<file path="src/design/grmc_pkg.sv">
// Shared types and codes for the guest region map checker.
// Holds the request, result and chain token structs; no dependencies.
`default_nettype none

package grmc_pkg;

  typedef enum logic [1:0] {
    FN_MAP   = 2'd0,
    FN_INIT  = 2'd1,
    FN_READ  = 2'd2,
    FN_WRITE = 2'd3
  } func_e;

  typedef enum logic [2:0] {
    ST_OK        = 3'd0,
    ST_EMPTY     = 3'd1,
    ST_WRAPS     = 3'd2,
    ST_TOO_LARGE = 3'd3,
    ST_OVERLAP   = 3'd4,
    ST_FULL      = 3'd5,
    ST_DENIED    = 3'd6
  } status_e;

  typedef struct packed {
    func_e       func;
    logic [63:0] address;
    logic [63:0] length;
    logic [2:0]  permissions;
  } req_t;

  typedef struct packed {
    status_e     status;
    logic [3:0]  region_index;
    logic [63:0] offset;
    logic [4:0]  region_count;
  } res_t;

  // Request state as it walks down the row of region cells.
  typedef struct packed {
    func_e       func;
    logic [63:0] address;
    logic [63:0] addr_end;     // address + length, low 64 bits
    logic        wrap;         // address + length reaches 2^64
    logic [2:0]  permissions;
    status_e     status;       // map status so far
    logic        found;        // an access found its first containing region
    logic        granted;      // that region allows the access
    logic        written;      // a map was stored in a cell
    logic [63:0] hit_base;
  } tok_t;

endpackage

`default_nettype wire

</file>
<file path="src/design/grmc_cell.sv">
// One region cell of the checker row: holds one region and updates the token.
// Depends on grmc_pkg.
`default_nettype none

module grmc_cell import grmc_pkg::*; #(
  parameter int IDX   = 0,
  parameter int IDX_W = 4,
  parameter int CNT_W = 5
) (
  input  wire logic             clk_i,
  input  wire logic             rst_ni,
  input  wire logic             en_i,
  input  wire logic             vld_i,
  input  wire tok_t             tok_i,
  input  wire logic [IDX_W-1:0] idx_i,
  input  wire logic [CNT_W-1:0] cnt_i,
  output logic                  vld_o,
  output tok_t                  tok_o,
  output logic      [IDX_W-1:0] idx_o,
  output logic      [CNT_W-1:0] cnt_o
);

  logic [63:0]      base_q;
  logic [63:0]      end_q;
  logic [2:0]       perm_q;
  logic             vld_q;
  tok_t             tok_q, tok_d;
  logic [IDX_W-1:0] idx_q, idx_d;
  logic [CNT_W-1:0] cnt_q;
  logic             held;
  logic             wr;
  logic             is_map;

  assign is_map = (tok_i.func == FN_MAP);
  // Regions fill the row from the front, so a cell is in use below the count.
  assign held   = (CNT_W'(IDX) < cnt_i);
  assign wr     = vld_i && is_map && (tok_i.status == ST_OK) && !tok_i.written &&
                  (CNT_W'(IDX) == cnt_i);

  always_comb begin
    tok_d = tok_i;
    idx_d = idx_i;
    if (held) begin
      if (is_map) begin
        if (tok_i.status == ST_OK && base_q < tok_i.addr_end && tok_i.address < end_q) begin
          tok_d.status = ST_OVERLAP;
        end
      end else if (!tok_i.found && !tok_i.wrap && tok_i.address >= base_q &&
                   tok_i.addr_end <= end_q) begin
        tok_d.found    = 1'b1;
        tok_d.granted  = (tok_i.func == FN_INIT) ||
                         (tok_i.func == FN_READ && perm_q[0]) ||
                         (tok_i.func == FN_WRITE && perm_q[1]);
        tok_d.hit_base = base_q;
        idx_d          = IDX_W'(IDX);
      end
    end
    if (wr) begin
      tok_d.written = 1'b1;
      idx_d         = IDX_W'(IDX);
    end
  end

  always_ff @(posedge clk_i or negedge rst_ni) begin
    if (!rst_ni) begin
      vld_q <= 1'b0;
    end else if (en_i) begin
      vld_q <= vld_i;
    end
  end

  always_ff @(posedge clk_i) begin
    if (en_i) begin
      tok_q <= tok_d;
      idx_q <= idx_d;
      cnt_q <= cnt_i;
    end
    if (en_i && wr) begin
      base_q <= tok_i.address;
      end_q  <= tok_i.addr_end;
      perm_q <= tok_i.permissions;
    end
  end

  assign vld_o = vld_q;
  assign tok_o = tok_q;
  assign idx_o = idx_q;
  assign cnt_o = cnt_q;

endmodule

`default_nettype wire
</file>
<file path="config.mk">
export PLATFORM = sky130hd
export DESIGN_NAME = grmc_cell
export DESIGN_NICKNAME = d
export VERILOG_FILES = /design/src/design/grmc_pkg.sv /design/src/design/grmc_cell.sv
export SDC_FILE = /design/constraint.sdc
export NUM_CORES = 1
export LEC_CHECK = 0
export BUFFER_PORTS_ARGS = -buffer_cell sky130_fd_sc_hd__buf_4
export CORE_UTILIZATION = 49
export CTS_CLUSTER_DIAMETER = 200
export DETAILED_ROUTE_END_ITERATION = 10
export HOLD_SLACK_MARGIN = 0.06
export PLACE_DENSITY_LB_ADDON = 0.08
export SYNTH_ARGS = -nofsm -noshare
export SYNTH_HDL_FRONTEND = slang
export SYNTH_SLANG_ARGS = --single-unit
</file>
<file path="constraint.sdc">
create_clock -name clk_i -period 3 [get_ports clk_i]
set_clock_uncertainty 0.2 [all_clocks]
set_input_delay 0.6 -clock clk_i [delete_from_list [all_inputs] [get_ports clk_i]]
set_output_delay 0.6 -clock clk_i [all_outputs]
set_load 0.02 [all_outputs]
</file>
==> impl_metrics.env, run 1 <==
export IMPL_gp_congestion=0.9301
export IMPL_synthCells=1263
export IMPL_cts_tree="done"
export IMPL_grt_pass1_wl_um=76580
export IMPL_portBuffers=430
export IMPL_p_per_area_mw_per_mm2=472.5
export IMPL_critPathTopFamily="simple AND/OR/NAND/NOR gates"
export IMPL_fin_crit_ns=3.385
export IMPL_synth_ff_type="edfxtp_1"
export IMPL_via_per_inst=5.232
export IMPL_preCtsSetupSlack_ns=-0.8247
export IMPL_hold_viol_final=0
export IMPL_synth_seq_area_share=0.5950
export IMPL_max_freq_mhz=295.5
export IMPL_ys_top_cells_by_area="edfxtp_1, ha_1, inv_1"
export IMPL_place_inst=2410
export IMPL_fin_cells=2522
export IMPL_syn2layout_area_growth_pct=48.28
export IMPL_wire_per_inst_um=20.81
export IMPL_drt_total_wl_um=52480
export IMPL_grt_use_total=0.2845
export IMPL_finalCritPeriodShare=1.128
export IMPL_path_cells="inv_1, ha_4, nand4_1, nor4_4, nand2_2, or4_4, a22oi_4, buf_8, buf_12, buf_12, mux2_4"
export IMPL_path_max_fanout=6
export IMPL_coreArea_sq_mm=0.03471
export IMPL_ioPinCount=431
export IMPL_regToRegStartpoint="end_q[29]$_DFFE_PP_"
export IMPL_setup_violations=70
export IMPL_synth_nets=1734
export IMPL_p_leak_uw=0.01186
export IMPL_max_stage_delay_ns=0.51
export IMPL_yosys_area_top_type="edfxtp_1"
export IMPL_ys_async_sr_fraction=0.002907
export IMPL_final_cell_area_sq_mm=0.02573
export IMPL_slew_violations=0
export IMPL_first_pass_iters=5
export IMPL_layout_drive_gt1_share=0.4547
export IMPL_synth_edf_count=343
export IMPL_synth_warnings=0
export IMPL_drtIter0Drc=811
export IMPL_synth_top_cell_area_share=0.5935
export IMPL_fillers=2343
export IMPL_path_class="reg2reg"
export IMPL_cp_start_kind="flip-flop"
export IMPL_ctsLongestPathBuffers=3
export IMPL_path_clk_slew_ns=0.06
export IMPL_min_delay_start="tok_i[144]"
export IMPL_dpl_cell_area_sq_mm=0.02334
export IMPL_nets=2506
export IMPL_vdd_drop_max_v=0.0004153
export IMPL_die_y_um=190.2
export IMPL_tns_ns=-24.24
export IMPL_worstMarginPinSlew_ns=0.6622
export IMPL_die_area_sq_mm=0.03617
export IMPL_row_count=68
export IMPL_grt_pass1_vias=13570
export IMPL_clockRootBuffer="clkbuf_16"
export IMPL_multi_input_area_sq_mm=0.006918
export IMPL_ff_latch_area_sq_mm=0.01032
export IMPL_drtAntennaViolNets=0
export IMPL_cts_sinks=344
export IMPL_hpwl_um=39320
export IMPL_antenna_found_initial=5
export IMPL_utilization=0.7413
export IMPL_rsz0062_at_grt="true"
export IMPL_cts_buffers=38
export IMPL_fin_ws_ns=-0.3846
export IMPL_cap_violations=0
export IMPL_vias=13200
export IMPL_holdCritPathClass="in2reg"
export IMPL_failed_checks="negative setup slack"
export IMPL_cts_max_level=2
export IMPL_ys_seq_elements=344
export IMPL_slew_headroom=0.5586
export IMPL_endpoint_kind="flip-flop"
export IMPL_status="finished with violations"
export IMPL_initial_core_util=0.4999
export IMPL_syn_area_sq_mm=0.01735
export IMPL_required_ns=3.07
export IMPL_crit_buf_inv=4
export IMPL_synth_cell_types=46
export IMPL_die_x_um=190.2
export IMPL_startpoint="end_q[29]$_DFFE_PP_"
export IMPL_crit_slowest_cell="or4_4"
export IMPL_path_common_cell="buf_12"
export IMPL_drc_errors=0
export IMPL_grt_max_degree=102
export IMPL_avgSynthCellArea_sq_um=13.74
export IMPL_clkLatencyLatePin_ns=0.54
export IMPL_crit_arrival_ns=3.46
export IMPL_grt_overflow=0
[worst paths after layout]
check	to	slack [ns]	cells after the start
worst max-delay path	tok_o[53]$_DFFE_PP_	-0.38	11
worst min-delay path	tok_o[144]$_DFFE_PP_	0.08	1
worst max register to register	tok_o[53]$_DFFE_PP_	-0.38	11
worst min register to register	vld_o$_DFFE_PN0P_	0.32	1
max in group asynchronous	vld_o$_DFFE_PN0P_	2.34	2
min in group asynchronous	vld_o$_DFFE_PN0P_	0.18	2
[cells by family (layout without fill, tap and decap cells)]
| family | after synthesis | count (layout) | synth area share |
|---|---|---|---|
| AO/OA/AOI/OAI | 218 | 218 | 0.07801 |
| flip-flops | 344 | 344 | 0.5950 |
| multiplexers | 66 | 66 | 0.04283 |
| adder cells (fa/ha/maj) | 254 | 254 | 0.1831 |
| other | 0 | 4 | 0 |
| buffers and inverters | 205 | 1005 | 0.04737 |
| AND/OR/NAND/NOR | 176 | 176 | 0.05371 |
[registers in the layout, summed over array words and instances, names as in the netlist]
signal and count:
tok_o 204, base_q 64, end_q 64, cnt_o 5
idx_o 4, perm_q 2, vld_o 1
[layer usage]
metal	vias to the layer above	GRT usage	wire length [um]
met2	469	0.4858	25610
met5	-	0	27
li1	6309	-	-
met4	4	0.08369	1354
met1	6341	0.3582	21360
met3	73	0.06770	4118
[synthesized netlist by cell type (8+ instances only)]
library cell	n
nand2_1	48
nand3_1	11
a21oi_1	85
mux2_2	54
a21o_1	42
o21ai_0	40
nor2b_1	8
inv_1	196
nor2_1	26
nor4_1	9
mux2_1	12
nand4_1	44
a211oi_1	13
edfxtp_1	343
ha_1	254
[area by class of cell]
| class | count | share of cell area |
|---|---|---|
| repair buffers | 741 | 0.2293 |
| clock buffers | 48 | 0.04089 |
| inverters | 196 | 0.02859 |
| multi-input cells | 714 | 0.2688 |
| clock inverters | 20 | 0.008606 |
| flip-flops and latches | 344 | 0.4012 |
| well taps | 455 | 0.02212 |
| diodes | 4 | 0.0003890 |
[timing repair]
item	in CTS	in global routing
endpoints found under the hold margin	17	1
gates resized for setup	84	57
endpoints found under the setup margin	71	71
cloned	6	2
pin swaps	14	25
setup buffers	14	7
hold buffers	12	1
[through the flow]
step / total power, uW / hold slack (ns)
after floorplan: 6333 / 0.1044
after global placement: 7305 / 0.1762
after detailed placement: 7336 / 0.1779
after CTS: 12200 / 0.06219
after global routing: 12560 / 0.06193
final: 12160 / 0.08106
[cell usage in the layout, fill, tap and decap left out, drive strengths merged, types with 40 or more instances in the layout]
master  Yosys  final
nand4      44     44
buf         7    726
inv       196    196
a21o       42     42
nand2      48     48
a21oi      85     85
edfxtp    343    343
mux2       66     66
o21ai      40     40
ha        254    254
clkbuf      2     50
[where the power goes]
part | internal, uW | total [uW] | leakage (uW) | switching [uW]
Sequential | 5540 | 5610 | 0.00326 | 71.7
Clock | 2910 | 4800 | 0.000619 | 1890
Combinational | 856 | 1750 | 0.00797 | 892
Total | 9300 | 12200 | 0.0119 | 2860
Power figures use the tool's default switching activity.
==> run 2, diff against run 1 <==
--- a/config.mk
+++ b/config.mk
@@ -11,6 +11,7 @@
 export DETAILED_ROUTE_END_ITERATION = 10
 export HOLD_SLACK_MARGIN = 0.06
 export PLACE_DENSITY_LB_ADDON = 0.08
+export SETUP_SLACK_MARGIN = 0.3
 export SYNTH_ARGS = -nofsm -noshare
 export SYNTH_HDL_FRONTEND = slang
 export SYNTH_SLANG_ARGS = --single-unit
==> run 2 against run 1 <==
  * Final cell count unchanged
  * The flow still finishes with violations (negative setup slack)
  * Final area fell by 0.62%
  * Power shrank 3.3%
  * Hold slack got worse by 0.0027 ns
  * Combinational power hardly changed
  * Sequential share of layout area is 0.25 points higher
  * Critical endpoint is now tok_o[31]$_DFFE_PP_
  * Sequential power hardly changed
  * Global-route usage is 0.68 points lower
==> impl_metrics.env, run 2 (synthesized netlist as in run 1, its figures left out) <==
export IMPL_cts_max_level=2
export IMPL_cts_tree="done"
export IMPL_setup_violations=70
export IMPL_comb_power_share=0.148
export IMPL_ioPinCount=431
export IMPL_path_clk_slew_ns=0.06
export IMPL_crit_buf_inv=3
export IMPL_status="finished with violations"
export IMPL_wire_per_inst_um=20.60
export IMPL_critPathTopFamily="compound AO/OA/AOI/OAI gates"
export IMPL_path_cells="inv_2, ha_4, a21o_1, a221o_1, a2111oi_4, o21ai_1, a21oi_1, o21ai_2, a22oi_4, buf_12, buf_12, mux2_4"
export IMPL_grt_max_degree=63
export IMPL_ctsLongestPathBuffers=3
export IMPL_gr_usage_met1=0.3490
export IMPL_portBuffers=430
export IMPL_grt_overflow=0
export IMPL_seqPwrFrac=0.477
export IMPL_path_class="reg2reg"
export IMPL_vias=13220
export IMPL_antenna_found_initial=6
export IMPL_rsz0062_at_grt="true"
export IMPL_worstMarginPinSlew_ns=0.7034
export IMPL_vdd_drop_max_v=0.0004059
export IMPL_slew_headroom=0.5311
export IMPL_nets=2507
export IMPL_clkLatencyLatePin_ns=0.53
export IMPL_place_inst=2424
export IMPL_initial_core_util=0.4999
export IMPL_die_area_sq_mm=0.03617
export IMPL_cts_sinks=344
export IMPL_cts_buffers=37
export IMPL_fin_cells=2522
export IMPL_drt_total_wl_um=51960
export IMPL_crit_slowest_cell="edfxtp_1"
export IMPL_internal_power_uw=8931
export IMPL_fillers=2371
export IMPL_grt_pass1_vias=13440
export IMPL_required_ns=3.06
export IMPL_drtIter0Drc=755
export IMPL_fin_crit_ns=3.381
export IMPL_slew_violations=0
export IMPL_holdCritPathClass="in2reg"
export IMPL_clockRootBuffer="clkbuf_16"
export IMPL_ff_latch_area_sq_mm=0.01032
export IMPL_cp_start_kind="flip-flop"
export IMPL_row_count=68
export IMPL_syn2layout_area_growth_pct=47.36
export IMPL_die_y_um=190.2
export IMPL_p_per_area_mw_per_mm2=459.8
export IMPL_final_common_cell="buf_4"
export IMPL_drc_errors=0
export IMPL_first_pass_iters=5
export IMPL_hold_viol_final=0
export IMPL_cap_violations=0
export IMPL_layout_drive_gt1_share=0.4479
export IMPL_grt_use_total=0.2777
export IMPL_grt_pass1_wl_um=75240
export IMPL_tns_ns=-23.65
export IMPL_p_clk_frac=0.376
export IMPL_crit_arrival_ns=3.44
export IMPL_drtAntennaViolNets=0
export IMPL_multi_input_area_sq_mm=0.006920
export IMPL_finalCritPeriodShare=1.127
export IMPL_gp_congestion=0.8916
export IMPL_max_freq_mhz=295.7
export IMPL_coreArea_sq_mm=0.03471
export IMPL_power_switching_uw=2827
export IMPL_mostFrequentLayoutCells="buf_4, edfxtp_1, ha_1, inv_1, a21oi_1"
export IMPL_p_leak_uw=0.01183
export IMPL_max_stage_delay_ns=0.42
export IMPL_use_met2=0.4728
export IMPL_endpoint_kind="flip-flop"
export IMPL_path_max_fanout=10
export IMPL_fin_ws_ns=-0.3814
export IMPL_hpwl_um=39390
export IMPL_die_x_um=190.2
export IMPL_busiest_layer="met2"
export IMPL_failed_checks="negative setup slack"
export IMPL_via_per_inst=5.243
export IMPL_path_common_cell="buf_12"
export IMPL_grt_use_met3=0.06253
export IMPL_swShare=0.2404
export IMPL_largest_register_ffs=204
## run 2: changes by cell type in the layout (fill, tap and decap cells not counted), moves of 7 or more
cell,before,now
dlygate4sd3_1,13,6
inv_2,16,7
buf_6,2,10
inv_1,180,189
## run 2: path summary, 6_finish.rpt
check / start / endpoint / slack, ns / depth (start not counted)
worst max-delay path: end_q[57]$_DFFE_PP_ / tok_o[31]$_DFFE_PP_ / -0.38 / 12
worst min-delay path: tok_i[68] / tok_o[68]$_DFFE_PP_ / 0.08 / 1
worst max register to register: end_q[57]$_DFFE_PP_ / tok_o[31]$_DFFE_PP_ / -0.38 / 12
worst min register to register: vld_o$_DFFE_PN0P_ / vld_o$_DFFE_PN0P_ / 0.33 / 1
max in group asynchronous: rst_ni / vld_o$_DFFE_PN0P_ / 2.30 / 2
min in group asynchronous: rst_ni / vld_o$_DFFE_PN0P_ / 0.22 / 2
## run 2: per-layer routing
layer | wire (um) | vias to the layer above | part of all wire
li1 | - | 6302 | -
met1 | 20960 | 6371 | 0.40
met2 | 25520 | 453 | 0.49
met3 | 3959 | 92 | 0.076
met4 | 1490 | 4 | 0.029
met5 | 31 | - | 0.00060
## run 2: power by group through the flow
stage          Clock [uW]  Combinational [uW]  Sequential, uW
6_report             4420                1740            5600
5_1_grt              4660                1860            5620
4_1_cts              4470                1700            5610
3_5_place_dp            0                1640            5700
3_3_place_gp            0                1610            5700
2_1_floorplan           0                 363            5980
## run 2: area by class of cell
cell class,instances,share of cell area
diodes,4,0.0003914
clock buffers,48,0.03948
clock inverters,18,0.005578
inverters,196,0.02877
multi-input cells,714,0.2706
flip-flops and latches,344,0.4037
well taps,455,0.02226
repair buffers,743,0.2292
## run 2: through the flow
stage	utilization	area, sq um	power, uW	hold slack (ns)	setup slack (ns)
6_report	0.7367	25570	11760	0.07838	-0.3814
5_1_grt	0.7367	25570	12140	0.06628	-0.4774
4_1_cts	0.7282	25280	11780	0.06255	-0.2880
3_5_place_dp	0.6778	23530	7348	0.1778	-0.9377
3_3_place_gp	0.6778	23530	7312	0.1758	-0.8775
2_1_floorplan	-	17570	6340	0.1044	-0.1728
## run 2: what timing repair did
action,4_1_cts,5_1_grt
resized for setup,80,32
gates cloned,2,5
buffers inserted,10,5
endpoints found under the hold margin,7,0
endpoints found under the setup margin,71,71
hold buffers,6,0
pin swaps,12,8
